===== src/design/aspq_pkg.sv =====
// Package with the shared types, constants and tables of the attitude setpoint block.
`default_nettype none
package aspq_pkg;

  localparam int ANGLE_BITS_DEF = 16;
  localparam int CORDIC_STEPS = 16;
  localparam int CFG_AW = 5;

  localparam logic [14:0] TILT_LIMIT_RST = 15'd5461;
  localparam logic [12:0] YAW_STEP_RST = 13'd328;
  localparam logic [14:0] YAW_RATE_SCALE_RST = 15'd12868;
  localparam logic [15:0] HOVER_THRUST_RST = 16'd10045;
  localparam logic [15:0] THRUST_GAIN_RST = 16'd3072;
  localparam logic [15:0] THRUST_MIN_RST = 16'd5023;
  localparam logic [15:0] THRUST_MAX_RST = 16'd15068;
  localparam logic signed [33:0] CORDIC_START = 34'sd652032874;

  typedef enum logic [2:0] {
    REG_TILT_LIMIT = 3'd0,
    REG_YAW_STEP = 3'd1,
    REG_YAW_RATE_SCALE = 3'd2,
    REG_HOVER_THRUST = 3'd3,
    REG_THRUST_GAIN = 3'd4,
    REG_THRUST_MIN = 3'd5,
    REG_THRUST_MAX = 3'd6
  } reg_idx_t;

  typedef struct packed {
    logic [14:0] tilt_limit;
    logic [12:0] yaw_step;
    logic [14:0] yaw_rate_scale;
    logic [15:0] hover_thrust;
    logic [15:0] thrust_gain;
    logic [15:0] thrust_min;
    logic [15:0] thrust_max;
  } cfg_t;

  typedef enum logic [3:0] {
    OP_NONE,
    OP_LOAD,
    OP_MUL,
    OP_MWB,
    OP_CINIT,
    OP_CITER,
    OP_CFIN,
    OP_QM1,
    OP_QM2,
    OP_QACC,
    OP_QWB,
    OP_OUT
  } op_t;

  typedef enum logic [3:0] {
    S_IDLE,
    S_MUL,
    S_MWB,
    S_CINIT,
    S_CITER,
    S_CFIN,
    S_QM1,
    S_QM2,
    S_QACC,
    S_QWB,
    S_DONE
  } state_t;

  typedef struct packed {
    op_t op;
    logic [3:0] step;
    logic [1:0] sel;
    logic term;
  } cmd_t;

  function automatic logic signed [33:0] atan_val(input logic [3:0] i);
    logic signed [33:0] v;
    case (i)
      4'd0: v = 34'sd536870912;
      4'd1: v = 34'sd316933406;
      4'd2: v = 34'sd167458907;
      4'd3: v = 34'sd85004756;
      4'd4: v = 34'sd42667331;
      4'd5: v = 34'sd21354465;
      4'd6: v = 34'sd10679838;
      4'd7: v = 34'sd5340245;
      4'd8: v = 34'sd2670163;
      4'd9: v = 34'sd1335087;
      4'd10: v = 34'sd667544;
      4'd11: v = 34'sd333772;
      4'd12: v = 34'sd166886;
      4'd13: v = 34'sd83443;
      4'd14: v = 34'sd41722;
      4'd15: v = 34'sd20861;
      default: v = 34'sd0;
    endcase
    return v;
  endfunction

endpackage
`default_nettype wire


===== src/design/aspq_in_if.sv =====
// Input channel interface carrying one action beat.
`default_nettype none
interface aspq_in_if;
  logic valid;
  logic ready;
  logic odom_ready;
  logic signed [15:0] roll_action;
  logic signed [15:0] pitch_action;
  logic signed [15:0] yaw_rate_action;
  logic signed [15:0] thrust_action;

  modport source (output valid, odom_ready, roll_action, pitch_action, yaw_rate_action,
                  thrust_action, input ready);
  modport sink (input valid, odom_ready, roll_action, pitch_action, yaw_rate_action,
                thrust_action, output ready);
endinterface
`default_nettype wire


===== src/design/aspq_out_if.sv =====
// Result channel interface carrying one attitude setpoint beat.
`default_nettype none
interface aspq_out_if;
  logic valid;
  logic ready;
  logic signed [15:0] quat_w;
  logic signed [15:0] quat_x;
  logic signed [15:0] quat_y;
  logic signed [15:0] quat_z;
  logic signed [15:0] yaw_rate_out;
  logic [15:0] thrust_out;
  logic [15:0] yaw_out;

  modport source (output valid, quat_w, quat_x, quat_y, quat_z, yaw_rate_out, thrust_out,
                  yaw_out, input ready);
  modport sink (input valid, quat_w, quat_x, quat_y, quat_z, yaw_rate_out, thrust_out,
                yaw_out, output ready);
endinterface
`default_nettype wire


===== src/design/aspq_regs.sv =====
// Configuration register file behind the APB-style port.
`default_nettype none
module aspq_regs
  import aspq_pkg::*;
(
  input  wire logic              clk,
  input  wire logic              rst_n,
  input  wire logic              cfg_psel,
  input  wire logic              cfg_penable,
  input  wire logic              cfg_pwrite,
  input  wire logic [CFG_AW-1:0] cfg_paddr,
  input  wire logic [31:0]       cfg_pwdata,
  output logic      [31:0]       cfg_prdata,
  output logic                   cfg_pready,
  output cfg_t                   cfg
);

  cfg_t cfg_r;
  logic [2:0] idx;

  assign idx = cfg_paddr[4:2];
  assign cfg_pready = 1'b1;
  assign cfg = cfg_r;

  always_ff @(posedge clk) begin
    if (!rst_n) begin
      cfg_r.tilt_limit <= TILT_LIMIT_RST;
      cfg_r.yaw_step <= YAW_STEP_RST;
      cfg_r.yaw_rate_scale <= YAW_RATE_SCALE_RST;
      cfg_r.hover_thrust <= HOVER_THRUST_RST;
      cfg_r.thrust_gain <= THRUST_GAIN_RST;
      cfg_r.thrust_min <= THRUST_MIN_RST;
      cfg_r.thrust_max <= THRUST_MAX_RST;
    end else if (cfg_psel && cfg_penable && cfg_pwrite) begin
      case (idx)
        REG_TILT_LIMIT: cfg_r.tilt_limit <= cfg_pwdata[14:0];
        REG_YAW_STEP: cfg_r.yaw_step <= cfg_pwdata[12:0];
        REG_YAW_RATE_SCALE: cfg_r.yaw_rate_scale <= cfg_pwdata[14:0];
        REG_HOVER_THRUST: cfg_r.hover_thrust <= cfg_pwdata[15:0];
        REG_THRUST_GAIN: cfg_r.thrust_gain <= cfg_pwdata[15:0];
        REG_THRUST_MIN: cfg_r.thrust_min <= cfg_pwdata[15:0];
        REG_THRUST_MAX: cfg_r.thrust_max <= cfg_pwdata[15:0];
        default: ;
      endcase
    end
  end

  always_comb begin
    case (idx)
      REG_TILT_LIMIT: cfg_prdata = {17'd0, cfg_r.tilt_limit};
      REG_YAW_STEP: cfg_prdata = {19'd0, cfg_r.yaw_step};
      REG_YAW_RATE_SCALE: cfg_prdata = {17'd0, cfg_r.yaw_rate_scale};
      REG_HOVER_THRUST: cfg_prdata = {16'd0, cfg_r.hover_thrust};
      REG_THRUST_GAIN: cfg_prdata = {16'd0, cfg_r.thrust_gain};
      REG_THRUST_MIN: cfg_prdata = {16'd0, cfg_r.thrust_min};
      REG_THRUST_MAX: cfg_prdata = {16'd0, cfg_r.thrust_max};
      default: cfg_prdata = 32'd0;
    endcase
  end

endmodule
`default_nettype wire


===== src/design/aspq_ctrl.sv =====
// Controller state machine that sequences the datapath for one beat.
`default_nettype none
module aspq_ctrl
  import aspq_pkg::*;
(
  input  wire logic clk,
  input  wire logic rst_n,
  input  wire logic in_valid,
  input  wire logic in_odom,
  output logic      in_ready,
  input  wire logic out_ready,
  output logic      out_valid,
  output cmd_t      cmd
);

  state_t state_r, state_nxt;
  logic [3:0] step_r, step_nxt;
  logic [1:0] sel_r, sel_nxt;
  logic term_r, term_nxt;
  logic out_valid_r, out_valid_nxt;

  assign out_valid = out_valid_r;

  always_ff @(posedge clk) begin
    if (!rst_n) begin
      state_r <= S_IDLE;
      step_r <= 4'd0;
      sel_r <= 2'd0;
      term_r <= 1'b0;
      out_valid_r <= 1'b0;
    end else begin
      state_r <= state_nxt;
      step_r <= step_nxt;
      sel_r <= sel_nxt;
      term_r <= term_nxt;
      out_valid_r <= out_valid_nxt;
    end
  end

  always_comb begin
    state_nxt = state_r;
    step_nxt = step_r;
    sel_nxt = sel_r;
    term_nxt = term_r;
    out_valid_nxt = out_valid_r && !out_ready;
    in_ready = 1'b0;
    cmd.op = OP_NONE;
    cmd.step = step_r;
    cmd.sel = sel_r;
    cmd.term = term_r;
    case (state_r)
      S_IDLE: begin
        in_ready = 1'b1;
        step_nxt = 4'd0;
        sel_nxt = 2'd0;
        term_nxt = 1'b0;
        if (in_valid && in_odom) begin
          cmd.op = OP_LOAD;
          state_nxt = S_MUL;
        end
      end
      S_MUL: begin
        cmd.op = OP_MUL;
        state_nxt = S_MWB;
      end
      S_MWB: begin
        cmd.op = OP_MWB;
        if (step_r == 4'd4) begin
          step_nxt = 4'd0;
          state_nxt = S_CINIT;
        end else begin
          step_nxt = step_r + 4'd1;
          state_nxt = S_MUL;
        end
      end
      S_CINIT: begin
        cmd.op = OP_CINIT;
        step_nxt = 4'd0;
        state_nxt = S_CITER;
      end
      S_CITER: begin
        cmd.op = OP_CITER;
        step_nxt = step_r + 4'd1;
        if (step_r == 4'(CORDIC_STEPS - 1)) begin
          state_nxt = S_CFIN;
        end
      end
      S_CFIN: begin
        cmd.op = OP_CFIN;
        if (sel_r == 2'd2) begin
          sel_nxt = 2'd0;
          term_nxt = 1'b0;
          state_nxt = S_QM1;
        end else begin
          sel_nxt = sel_r + 2'd1;
          state_nxt = S_CINIT;
        end
      end
      S_QM1: begin
        cmd.op = OP_QM1;
        state_nxt = S_QM2;
      end
      S_QM2: begin
        cmd.op = OP_QM2;
        state_nxt = S_QACC;
      end
      S_QACC: begin
        cmd.op = OP_QACC;
        if (term_r) begin
          state_nxt = S_QWB;
        end else begin
          term_nxt = 1'b1;
          state_nxt = S_QM1;
        end
      end
      S_QWB: begin
        cmd.op = OP_QWB;
        term_nxt = 1'b0;
        if (sel_r == 2'd3) begin
          state_nxt = S_DONE;
        end else begin
          sel_nxt = sel_r + 2'd1;
          state_nxt = S_QM1;
        end
      end
      S_DONE: begin
        if (!out_valid_r || out_ready) begin
          cmd.op = OP_OUT;
          out_valid_nxt = 1'b1;
          state_nxt = S_IDLE;
        end
      end
      default: state_nxt = S_IDLE;
    endcase
  end

endmodule
`default_nettype wire


===== src/design/aspq_dp.sv =====
// Datapath with the shared multiplier, the CORDIC unit and the result registers.
`default_nettype none
module aspq_dp
  import aspq_pkg::*;
#(
  parameter int ANGLE_BITS = ANGLE_BITS_DEF
) (
  input  wire logic               clk,
  input  wire logic               rst_n,
  input  cmd_t                    cmd,
  input  cfg_t                    cfg,
  input  wire logic signed [15:0] roll_action,
  input  wire logic signed [15:0] pitch_action,
  input  wire logic signed [15:0] yaw_rate_action,
  input  wire logic signed [15:0] thrust_action,
  output logic signed [15:0]      quat_w,
  output logic signed [15:0]      quat_x,
  output logic signed [15:0]      quat_y,
  output logic signed [15:0]      quat_z,
  output logic signed [15:0]      yaw_rate_out,
  output logic        [15:0]      thrust_out,
  output logic        [15:0]      yaw_out
);

  localparam int SH = 31 - ANGLE_BITS;

  logic signed [15:0] roll_r, pitch_r, yr_r, th_r;
  logic signed [47:0] mul_r;
  logic signed [19:0] roll_ang_r, pitch_ang_r;
  logic [ANGLE_BITS-1:0] yaw_r;
  logic signed [15:0] rate_r;
  logic [15:0] thrust_r;
  logic signed [33:0] cx_r, cy_r, cz_r;
  logic flip_r;
  logic signed [15:0] cosv_r [3];
  logic signed [15:0] sinv_r [3];
  logic signed [45:0] acc_r;
  logic signed [15:0] q_r [4];
  logic signed [15:0] qw_r, qx_r, qy_r, qz_r, rate_o_r;
  logic [15:0] thrust_o_r, yaw_o_r;

  logic signed [30:0] mul_a;
  logic signed [16:0] mul_b;
  logic signed [33:0] r14;
  logic signed [34:0] thr_sum;
  logic signed [31:0] ang32;
  logic signed [31:0] phase;
  logic signed [33:0] z0;
  logic signed [33:0] dx, dy;
  logic signed [33:0] fx, fy, rx, ry;
  logic signed [15:0] f1, f2, f3;
  logic ys, rs;
  logic signed [45:0] triple;
  logic signed [45:0] acc_rnd;
  logic signed [15:0] qv;

  assign quat_w = qw_r;
  assign quat_x = qx_r;
  assign quat_y = qy_r;
  assign quat_z = qz_r;
  assign yaw_rate_out = rate_o_r;
  assign thrust_out = thrust_o_r;
  assign yaw_out = yaw_o_r;

  always_comb begin
    ys = (cmd.sel[1]) ^ cmd.term;
    rs = (cmd.sel == 2'd1 || cmd.sel == 2'd2) ^ cmd.term;
    f1 = ys ? sinv_r[2] : cosv_r[2];
    f2 = cmd.term ? sinv_r[1] : cosv_r[1];
    f3 = rs ? sinv_r[0] : cosv_r[0];
    mul_a = 31'(roll_r);
    mul_b = 17'sd0;
    case (cmd.op)
      OP_MUL: begin
        case (cmd.step)
          4'd0: begin
            mul_a = 31'(roll_r);
            mul_b = $signed({2'b00, cfg.tilt_limit});
          end
          4'd1: begin
            mul_a = 31'(pitch_r);
            mul_b = $signed({2'b00, cfg.tilt_limit});
          end
          4'd2: begin
            mul_a = 31'(yr_r);
            mul_b = $signed({4'b0000, cfg.yaw_step});
          end
          4'd3: begin
            mul_a = 31'(yr_r);
            mul_b = $signed({2'b00, cfg.yaw_rate_scale});
          end
          default: begin
            mul_a = 31'(th_r);
            mul_b = $signed({1'b0, cfg.thrust_gain});
          end
        endcase
      end
      OP_QM1: begin
        mul_a = 31'(f1);
        mul_b = 17'(f2);
      end
      OP_QM2: begin
        mul_a = mul_r[30:0];
        mul_b = 17'(f3);
      end
      default: ;
    endcase
  end

  always_comb begin
    r14 = ($signed(mul_r[33:0]) + 34'sd8192) >>> 14;
    thr_sum = $signed({19'd0, cfg.hover_thrust}) + 35'(r14);
    case (cmd.sel)
      2'd0: ang32 = 32'(roll_ang_r);
      2'd1: ang32 = 32'(pitch_ang_r);
      default: ang32 = 32'($signed(yaw_r));
    endcase
    phase = ang32 <<< SH;
    z0 = 34'(phase);
    dx = cy_r >>> cmd.step;
    dy = cx_r >>> cmd.step;
    fx = flip_r ? -cx_r : cx_r;
    fy = flip_r ? -cy_r : cy_r;
    rx = (fx + 34'sd32768) >>> 16;
    ry = (fy + 34'sd32768) >>> 16;
    triple = 46'($signed(mul_r[44:0]));
    acc_rnd = (acc_r + 46'sd134217728) >>> 28;
    if (acc_rnd > 46'sd16384) begin
      qv = 16'sd16384;
    end else if (acc_rnd < -46'sd16384) begin
      qv = -16'sd16384;
    end else begin
      qv = acc_rnd[15:0];
    end
  end

  always_ff @(posedge clk) begin
    if (!rst_n) begin
      yaw_r <= '0;
    end else if (cmd.op == OP_MWB && cmd.step == 4'd2) begin
      yaw_r <= yaw_r + r14[ANGLE_BITS-1:0];
    end
  end

  always_ff @(posedge clk) begin
    case (cmd.op)
      OP_LOAD: begin
        roll_r <= roll_action;
        pitch_r <= pitch_action;
        yr_r <= yaw_rate_action;
        th_r <= thrust_action;
      end
      OP_MUL, OP_QM1, OP_QM2: mul_r <= mul_a * mul_b;
      OP_MWB: begin
        case (cmd.step)
          4'd0: roll_ang_r <= r14[19:0];
          4'd1: pitch_ang_r <= r14[19:0];
          4'd3: begin
            if (r14 > 34'sd32767) begin
              rate_r <= 16'sd32767;
            end else if (r14 < -34'sd32767) begin
              rate_r <= -16'sd32767;
            end else begin
              rate_r <= r14[15:0];
            end
          end
          4'd4: begin
            if (thr_sum < $signed({19'd0, cfg.thrust_min}) ||
                cfg.thrust_max < cfg.thrust_min) begin
              thrust_r <= cfg.thrust_min;
            end else if (thr_sum > $signed({19'd0, cfg.thrust_max})) begin
              thrust_r <= cfg.thrust_max;
            end else begin
              thrust_r <= thr_sum[15:0];
            end
          end
          default: ;
        endcase
      end
      OP_CINIT: begin
        cx_r <= CORDIC_START;
        cy_r <= 34'sd0;
        if (z0 > 34'sd1073741824) begin
          cz_r <= z0 - 34'sd2147483648;
          flip_r <= 1'b1;
        end else if (z0 < -34'sd1073741824) begin
          cz_r <= z0 + 34'sd2147483648;
          flip_r <= 1'b1;
        end else begin
          cz_r <= z0;
          flip_r <= 1'b0;
        end
      end
      OP_CITER: begin
        if (!cz_r[33]) begin
          cx_r <= cx_r - dx;
          cy_r <= cy_r + dy;
          cz_r <= cz_r - atan_val(cmd.step);
        end else begin
          cx_r <= cx_r + dx;
          cy_r <= cy_r - dy;
          cz_r <= cz_r + atan_val(cmd.step);
        end
      end
      OP_CFIN: begin
        if (cmd.sel != 2'd3) begin
          if (rx > 34'sd16384) begin
            cosv_r[cmd.sel] <= 16'sd16384;
          end else if (rx < -34'sd16384) begin
            cosv_r[cmd.sel] <= -16'sd16384;
          end else begin
            cosv_r[cmd.sel] <= rx[15:0];
          end
          if (ry > 34'sd16384) begin
            sinv_r[cmd.sel] <= 16'sd16384;
          end else if (ry < -34'sd16384) begin
            sinv_r[cmd.sel] <= -16'sd16384;
          end else begin
            sinv_r[cmd.sel] <= ry[15:0];
          end
        end
      end
      OP_QACC: begin
        if (!cmd.term) begin
          acc_r <= triple;
        end else if (cmd.sel[0]) begin
          acc_r <= acc_r - triple;
        end else begin
          acc_r <= acc_r + triple;
        end
      end
      OP_QWB: q_r[cmd.sel] <= qv;
      OP_OUT: begin
        qw_r <= q_r[0];
        qx_r <= q_r[1];
        qy_r <= q_r[2];
        qz_r <= q_r[3];
        rate_o_r <= rate_r;
        thrust_o_r <= thrust_r;
        yaw_o_r <= 16'({yaw_r, 16'd0} >> ANGLE_BITS);
      end
      default: ;
    endcase
  end

endmodule
`default_nettype wire


===== src/design/attitude_setpoint_to_quaternion_top.sv =====
// Top level of the attitude setpoint to quaternion block.
// The in_ch channel takes one beat of roll, pitch, yaw-rate and thrust actions with a
// ready flag; a beat whose odom_ready is low is taken and dropped with no result.
// A beat with odom_ready high gives one out_ch beat: the attitude quaternion, the
// yaw rate feed-forward, the clamped thrust and the integrated yaw angle.
// Configuration is written through the cfg_ APB-style port; the user must write it
// only while the block is idle, as it does not enforce this. An accepted beat
// runs through scalar products on the shared multiplier, three CORDIC passes and
// quaternion products on the same multiplier, plus the output load. The sequencer
// works on one beat at a time: it takes no new beat until the last result is loaded.
// A finished result sits in the output register while the next beat is accepted and
// computed; if the receiver still stalls when that beat is done, the block waits.
// Reset returns the configuration registers to their defaults, clears the stored
// yaw angle and drops the output valid flag, so the output register reads empty.
`default_nettype none
module attitude_setpoint_to_quaternion_top
  import aspq_pkg::*;
#(
  parameter int ANGLE_BITS = ANGLE_BITS_DEF
) (
  input  wire logic              clk,
  input  wire logic              rst_n,
  aspq_in_if.sink                in_ch,
  aspq_out_if.source             out_ch,
  input  wire logic              cfg_psel,
  input  wire logic              cfg_penable,
  input  wire logic              cfg_pwrite,
  input  wire logic [CFG_AW-1:0] cfg_paddr,
  input  wire logic [31:0]       cfg_pwdata,
  output logic      [31:0]       cfg_prdata,
  output logic                   cfg_pready
);

  cfg_t cfg;
  cmd_t cmd;

  aspq_regs u_regs (
    .clk(clk), .rst_n(rst_n), .cfg_psel(cfg_psel), .cfg_penable(cfg_penable),
    .cfg_pwrite(cfg_pwrite), .cfg_paddr(cfg_paddr), .cfg_pwdata(cfg_pwdata),
    .cfg_prdata(cfg_prdata), .cfg_pready(cfg_pready), .cfg(cfg)
  );

  aspq_ctrl u_ctrl (
    .clk(clk), .rst_n(rst_n), .in_valid(in_ch.valid), .in_odom(in_ch.odom_ready),
    .in_ready(in_ch.ready), .out_ready(out_ch.ready), .out_valid(out_ch.valid),
    .cmd(cmd)
  );

  aspq_dp #(.ANGLE_BITS(ANGLE_BITS)) u_dp (
    .clk(clk), .rst_n(rst_n), .cmd(cmd), .cfg(cfg),
    .roll_action(in_ch.roll_action), .pitch_action(in_ch.pitch_action),
    .yaw_rate_action(in_ch.yaw_rate_action), .thrust_action(in_ch.thrust_action),
    .quat_w(out_ch.quat_w), .quat_x(out_ch.quat_x), .quat_y(out_ch.quat_y),
    .quat_z(out_ch.quat_z), .yaw_rate_out(out_ch.yaw_rate_out),
    .thrust_out(out_ch.thrust_out), .yaw_out(out_ch.yaw_out)
  );

  a_drop_stays_idle: assert property (@(posedge clk) disable iff (!rst_n)
    (in_ch.valid && in_ch.ready && !in_ch.odom_ready) |=> in_ch.ready)
    else $error("dropped beat left the block busy");

  a_busy_after_take: assert property (@(posedge clk) disable iff (!rst_n)
    (in_ch.valid && in_ch.ready && in_ch.odom_ready) |=> !in_ch.ready)
    else $error("block took a beat without starting work");

  a_result_from_work: assert property (@(posedge clk) disable iff (!rst_n)
    $rose(out_ch.valid) |-> !$past(in_ch.ready))
    else $error("result appeared while the block was idle");

endmodule
`default_nettype wire

===== src/flat_wrapper.sv =====
// flat-port wrapper written by rule: the top's interface ports become plain ports
module attitude_setpoint_to_quaternion_top_flat import aspq_pkg::*;
#(
  parameter int ANGLE_BITS = ANGLE_BITS_DEF
)
  (clk, rst_n, cfg_psel, cfg_penable, cfg_pwrite, cfg_paddr, cfg_pwdata, cfg_prdata, cfg_pready, in_ch_valid, in_ch_odom_ready, in_ch_roll_action, in_ch_pitch_action, in_ch_yaw_rate_action, in_ch_thrust_action, in_ch_ready, out_ch_valid, out_ch_quat_w, out_ch_quat_x, out_ch_quat_y, out_ch_quat_z, out_ch_yaw_rate_out, out_ch_thrust_out, out_ch_yaw_out, out_ch_ready);
  aspq_in_if in_ch_i ();
  aspq_out_if out_ch_i ();
  input  wire logic clk;
  input  wire logic rst_n;
  input  wire logic cfg_psel;
  input  wire logic cfg_penable;
  input  wire logic cfg_pwrite;
  input  wire logic [CFG_AW-1:0] cfg_paddr;
  input  wire logic [31:0] cfg_pwdata;
  output logic      [31:0] cfg_prdata;
  output logic cfg_pready;
  input wire logic [$bits(in_ch_i.valid)-1:0] in_ch_valid;
  input wire logic [$bits(in_ch_i.odom_ready)-1:0] in_ch_odom_ready;
  input wire logic [$bits(in_ch_i.roll_action)-1:0] in_ch_roll_action;
  input wire logic [$bits(in_ch_i.pitch_action)-1:0] in_ch_pitch_action;
  input wire logic [$bits(in_ch_i.yaw_rate_action)-1:0] in_ch_yaw_rate_action;
  input wire logic [$bits(in_ch_i.thrust_action)-1:0] in_ch_thrust_action;
  output wire logic [$bits(in_ch_i.ready)-1:0] in_ch_ready;
  output wire logic [$bits(out_ch_i.valid)-1:0] out_ch_valid;
  output wire logic [$bits(out_ch_i.quat_w)-1:0] out_ch_quat_w;
  output wire logic [$bits(out_ch_i.quat_x)-1:0] out_ch_quat_x;
  output wire logic [$bits(out_ch_i.quat_y)-1:0] out_ch_quat_y;
  output wire logic [$bits(out_ch_i.quat_z)-1:0] out_ch_quat_z;
  output wire logic [$bits(out_ch_i.yaw_rate_out)-1:0] out_ch_yaw_rate_out;
  output wire logic [$bits(out_ch_i.thrust_out)-1:0] out_ch_thrust_out;
  output wire logic [$bits(out_ch_i.yaw_out)-1:0] out_ch_yaw_out;
  input wire logic [$bits(out_ch_i.ready)-1:0] out_ch_ready;
  assign in_ch_i.valid = in_ch_valid;
  assign in_ch_i.odom_ready = in_ch_odom_ready;
  assign in_ch_i.roll_action = in_ch_roll_action;
  assign in_ch_i.pitch_action = in_ch_pitch_action;
  assign in_ch_i.yaw_rate_action = in_ch_yaw_rate_action;
  assign in_ch_i.thrust_action = in_ch_thrust_action;
  assign in_ch_ready = in_ch_i.ready;
  assign out_ch_valid = out_ch_i.valid;
  assign out_ch_quat_w = out_ch_i.quat_w;
  assign out_ch_quat_x = out_ch_i.quat_x;
  assign out_ch_quat_y = out_ch_i.quat_y;
  assign out_ch_quat_z = out_ch_i.quat_z;
  assign out_ch_yaw_rate_out = out_ch_i.yaw_rate_out;
  assign out_ch_thrust_out = out_ch_i.thrust_out;
  assign out_ch_yaw_out = out_ch_i.yaw_out;
  assign out_ch_i.ready = out_ch_ready;
  attitude_setpoint_to_quaternion_top #(.ANGLE_BITS(ANGLE_BITS)) u_core (.clk(clk), .rst_n(rst_n), .in_ch(in_ch_i), .out_ch(out_ch_i), .cfg_psel(cfg_psel), .cfg_penable(cfg_penable), .cfg_pwrite(cfg_pwrite), .cfg_paddr(cfg_paddr), .cfg_pwdata(cfg_pwdata), .cfg_prdata(cfg_prdata), .cfg_pready(cfg_pready));
endmodule

===== config.mk =====
export PLATFORM = sky130hd
export DESIGN_NAME = attitude_setpoint_to_quaternion_top_flat
export DESIGN_NICKNAME = d
export VERILOG_FILES = /design/src/design/aspq_pkg.sv /design/src/design/aspq_in_if.sv /design/src/design/aspq_out_if.sv /design/src/design/aspq_regs.sv /design/src/design/aspq_ctrl.sv /design/src/design/aspq_dp.sv /design/src/design/attitude_setpoint_to_quaternion_top.sv /design/src/flat_wrapper.sv
export SDC_FILE = /design/constraint.sdc
export NUM_CORES = 2
export LEC_CHECK = 0
export BUFFER_PORTS_ARGS = -buffer_cell sky130_fd_sc_hd__buf_2
export CORE_AREA = 2 2 348 350
export DETAILED_ROUTE_END_ITERATION = 16
export DIE_AREA = 0 0 350 352
export PLACE_DENSITY_LB_ADDON = 0.12
export SLEW_MARGIN = 10
export SYNTH_ARGS = -nofsm -noshare
export SYNTH_HDL_FRONTEND = slang
export SYNTH_SLANG_ARGS = --single-unit

===== constraint.sdc =====
create_clock -name clk -period 27.9 [get_ports clk]
set_input_delay 4.185 -clock clk [delete_from_list [all_inputs] [get_ports clk]]
set_output_delay 4.185 -clock clk [all_outputs]
set_load 0.05 [all_outputs]

==> results.toml <==
[setup_path]
path_class = "register to register"
cp-start-kind = "register"
cp-end-kind = "register"
crit_slowest_cell = "a31oi_1"
setup.reg_to_reg.worst_slack_ns = 16.67
cp_data_required_time_ns = 28.33
worstReg2RegEnd = "u_core.u_dp.mul_r[44]"
crit_arrival_ns = 11.66
worst-r2r-cell-count = 34
crit_fanout = 28
cp_slowest_stage_delay_ns = 0.57
reg2reg_from = "u_core.u_ctrl.step_r[1]"
critPathMostFrequentCell = "fa_1"

[global_routing]
grt.overflow.total = 0
grt_pass1_vias = 50317
antenna_found_initial = 5
grt_max_degree = 80
grt_pass1_wl_mm = 293.8
grt_usage_pct = 30.83

[min_path]
hp-class = "register to register"
min_path_cells = 0
worstHoldStart = "u_core.u_dp.thrust_r[13]"
hold_path_end = "u_core.u_dp.thrust_out[13]"

[sta]
setup-tns-final_ns = 0
timing.final.ws_setup_ns = 16.67
min_period_ns = 11.23
maxSlewViolCount = 0
skew_ns = 0.04284
slew_headroom_pct = 10.60
setup_viol = 0
rsz0062_at_grt = "no"
worst_pin_slew_ns = 1.341
clock.fmax_mhz = 89.02
finalHoldViolations = 0
fin_crit_sh_pct = 40.26

[layout]
drive_gt1_share_pct = 10.66
nets = 7792
regArea_sq_mm = 0.02122
areaGrowthSynthToFinish_pct = 8.777
fillers = 10250
multi_input_area_sq_mm = 0.04038

[floorplanning]
die_area_sq_mm = 0.1232
ios = 256
coreArea_sq_mm = 0.1193
chipHeight_microns = 352
initial_core_util_pct = 54.69
rows = 127
die_x_microns = 350

[logic_synthesis]
synthTopCellsByArea = "edfxtp_1, fa_1, ha_1, dfxtp_1, nand2_1"
ys.flop_type = "edfxtp_1"
yosysSeqAreaShare_pct = 32.48
synthCells = 6751
yosysUniqueCellTypes = 105
synth_edf_count = 596
yosysTopAreaCell = "edfxtp_1"
async_flop_share_pct = 0
synth_area_sq_mm = 0.06526
synth_warnings = 0
synth_top_area_share_pct = 27.42
yosys-top-cells-count = "nand2_1, nor2_1, inv_1"
avgSynthCellArea_sq_um = 9.667
synth.most_common_cell = "nand2_1"
ys_ff_latch = 761

[placed_design]
finalWeightedCongestion = 0.9612
dp_hpwl_mm = 143.0
io_buffer_count = 220
place_ws_ns = 16.94

[power]
power_uw = 7365
power_density_mw_per_mm2 = 103.7
ir_drop_mv = 0.06278
power_leakage_uw = 0.02979

[clocking]
clock_latency_ns = 0.70
cts_max_level = 3
clock-sinks = 761
postCtsSetupRepairBufs = 0
cts_tree = "built"
cts-buffers-inserted = 86
cts_root_buffer = "clkbuf_16"
path_clk_slew_ns = 0.06
cts_hold_buf = 0
clockBufferDepth = 3
cts-resized-gates = 0

[route]
num_vias = 51455
drc = 0
postRouteAntennaNets = 0
wl_per_cell_microns = 22.27
first_iter_violations = 4562
drtPass1Iterations = 8
viasPerCell = 6.036
totalWireLength_mm = 189.8

[run]
cap_viol_max_count = 0

[run_status]
status = "completed"
-- layer usage --
metal | part of all wire, % | GRT usage [%]
met5 | 0 | 0
met4 | 3.5 | 10.35
met3 | 9.6 | 5.989
met2 | 44 | 47.31
met1 | 43 | 43.82
-- stage by stage --
step                hold WS, ns  instance area [sq um]  instances  utilization (%)
detailed placement       0.4045                  67970       8362            56.96
global placement         0.4014                  67970       8362            56.96
CTS                      0.4104                  70970       8522            59.47
floorplan                0.4003                  65320       6766                -
global route             0.4216                  70990       8523            59.49
finish                   0.4158                  70990       8525            59.49
-- layout by cell type, fill, tap and decap left out, types with 20 or more instances in the layout --
cell,instances
nand3_1,109
xor2_1,154
a21o_1,122
dfxtp_1,159
mux4_2,94
and3_1,49
o21ai_0,230
nand2_1,721
o211ai_1,42
a31oi_1,59
o31ai_1,25
nand2b_1,55
a222oi_1,31
nor4_1,24
mux2_2,74
or2_2,24
a21oi_1,472
edfxtp_1,596
nor2_1,694
ha_1,355
nor2b_1,57
fa_1,489
and2_1,65
or3_1,38
buf_2,220
o21bai_1,31
nand4_1,32
xnor2_1,266
inv_1,662
buf_4,101
a211oi_1,54
o21a_1,65
o22ai_1,20
a22oi_1,30
mux2i_1,121
a22o_1,22
nor3_1,97
clkbuf_16,89
-- power by group --
group	total [uW]	switching, uW	internal [uW]	leakage, uW
Combinational	4450	2700	1750	0.0214
Clock	1210	492	714	0.00146
Sequential	1710	245	1460	0.00694
-- flip-flops by register name, indices dropped and copies added (netlist names), 17 cells and up, named ones only --
signal / cells
u_core.u_regs.cfg: 107
u_core.u_dp.q_r: 64
u_core.u_dp.cosv_r: 48
u_core.u_dp.sinv_r: 48
u_core.u_dp.acc_r: 46
u_core.u_dp.mul_r: 45
u_core.u_dp.cx_r: 34
u_core.u_dp.cy_r: 34
u_core.u_dp.cz_r: 34
u_core.u_dp.pitch_ang_r: 17
u_core.u_dp.roll_ang_r: 17
-- worst max-delay path: cells and delay by family, from the launching register on --
family | cells | cell delay [ns]
compound gates | 9 | 2.80
xor+xnor | 1 | 0.14
fa+ha+maj | 8 | 3.80
buf+inv | 7 | 1.52
flops | 1 | 0.36
simple gates | 9 | 2.28
-- layout make-up --
class / instances / area share [%]
Sequential cell: 761 / 29.88
Clock buffer: 115 / 3.387
Timing Repair Buffer: 322 / 2.630
Multi-Input combinational cell: 5000 / 56.88
Tap cell: 1612 / 2.841
Inverter: 668 / 3.532
Clock inverter: 45 / 0.8389
Antenna cell: 2 / 0.007050
-- how the worst max path moves through the flow --
stage                                  from               endpoint  slack [ns]
floorplan                      out_ch_ready       out_ch_quat_w[0]       15.37
global placement    u_core.u_ctrl.step_r[1]  u_core.u_dp.mul_r[44]       16.99
detailed placement  u_core.u_ctrl.step_r[1]  u_core.u_dp.mul_r[42]       16.94
CTS                 u_core.u_ctrl.step_r[1]  u_core.u_dp.mul_r[42]       16.87
global route        u_core.u_ctrl.step_r[1]  u_core.u_dp.mul_r[42]       16.15
finish              u_core.u_ctrl.step_r[1]  u_core.u_dp.mul_r[44]       16.67
-- kinds of logic after synthesis --
logic type               after synthesis  synth area share, %
adder cells (fa/ha/maj)              844                21.81
flip-flops                           761                32.48
multiplexers                         290                6.394
other                                  2              0.01151
buffers and inverters               1005                5.999
AO/OA/AOI/OAI                       1365                13.34
AND/OR/NAND/NOR                     2062                14.30
XOR/XNOR                             422                5.663
(Power assumes the default switching activity.)
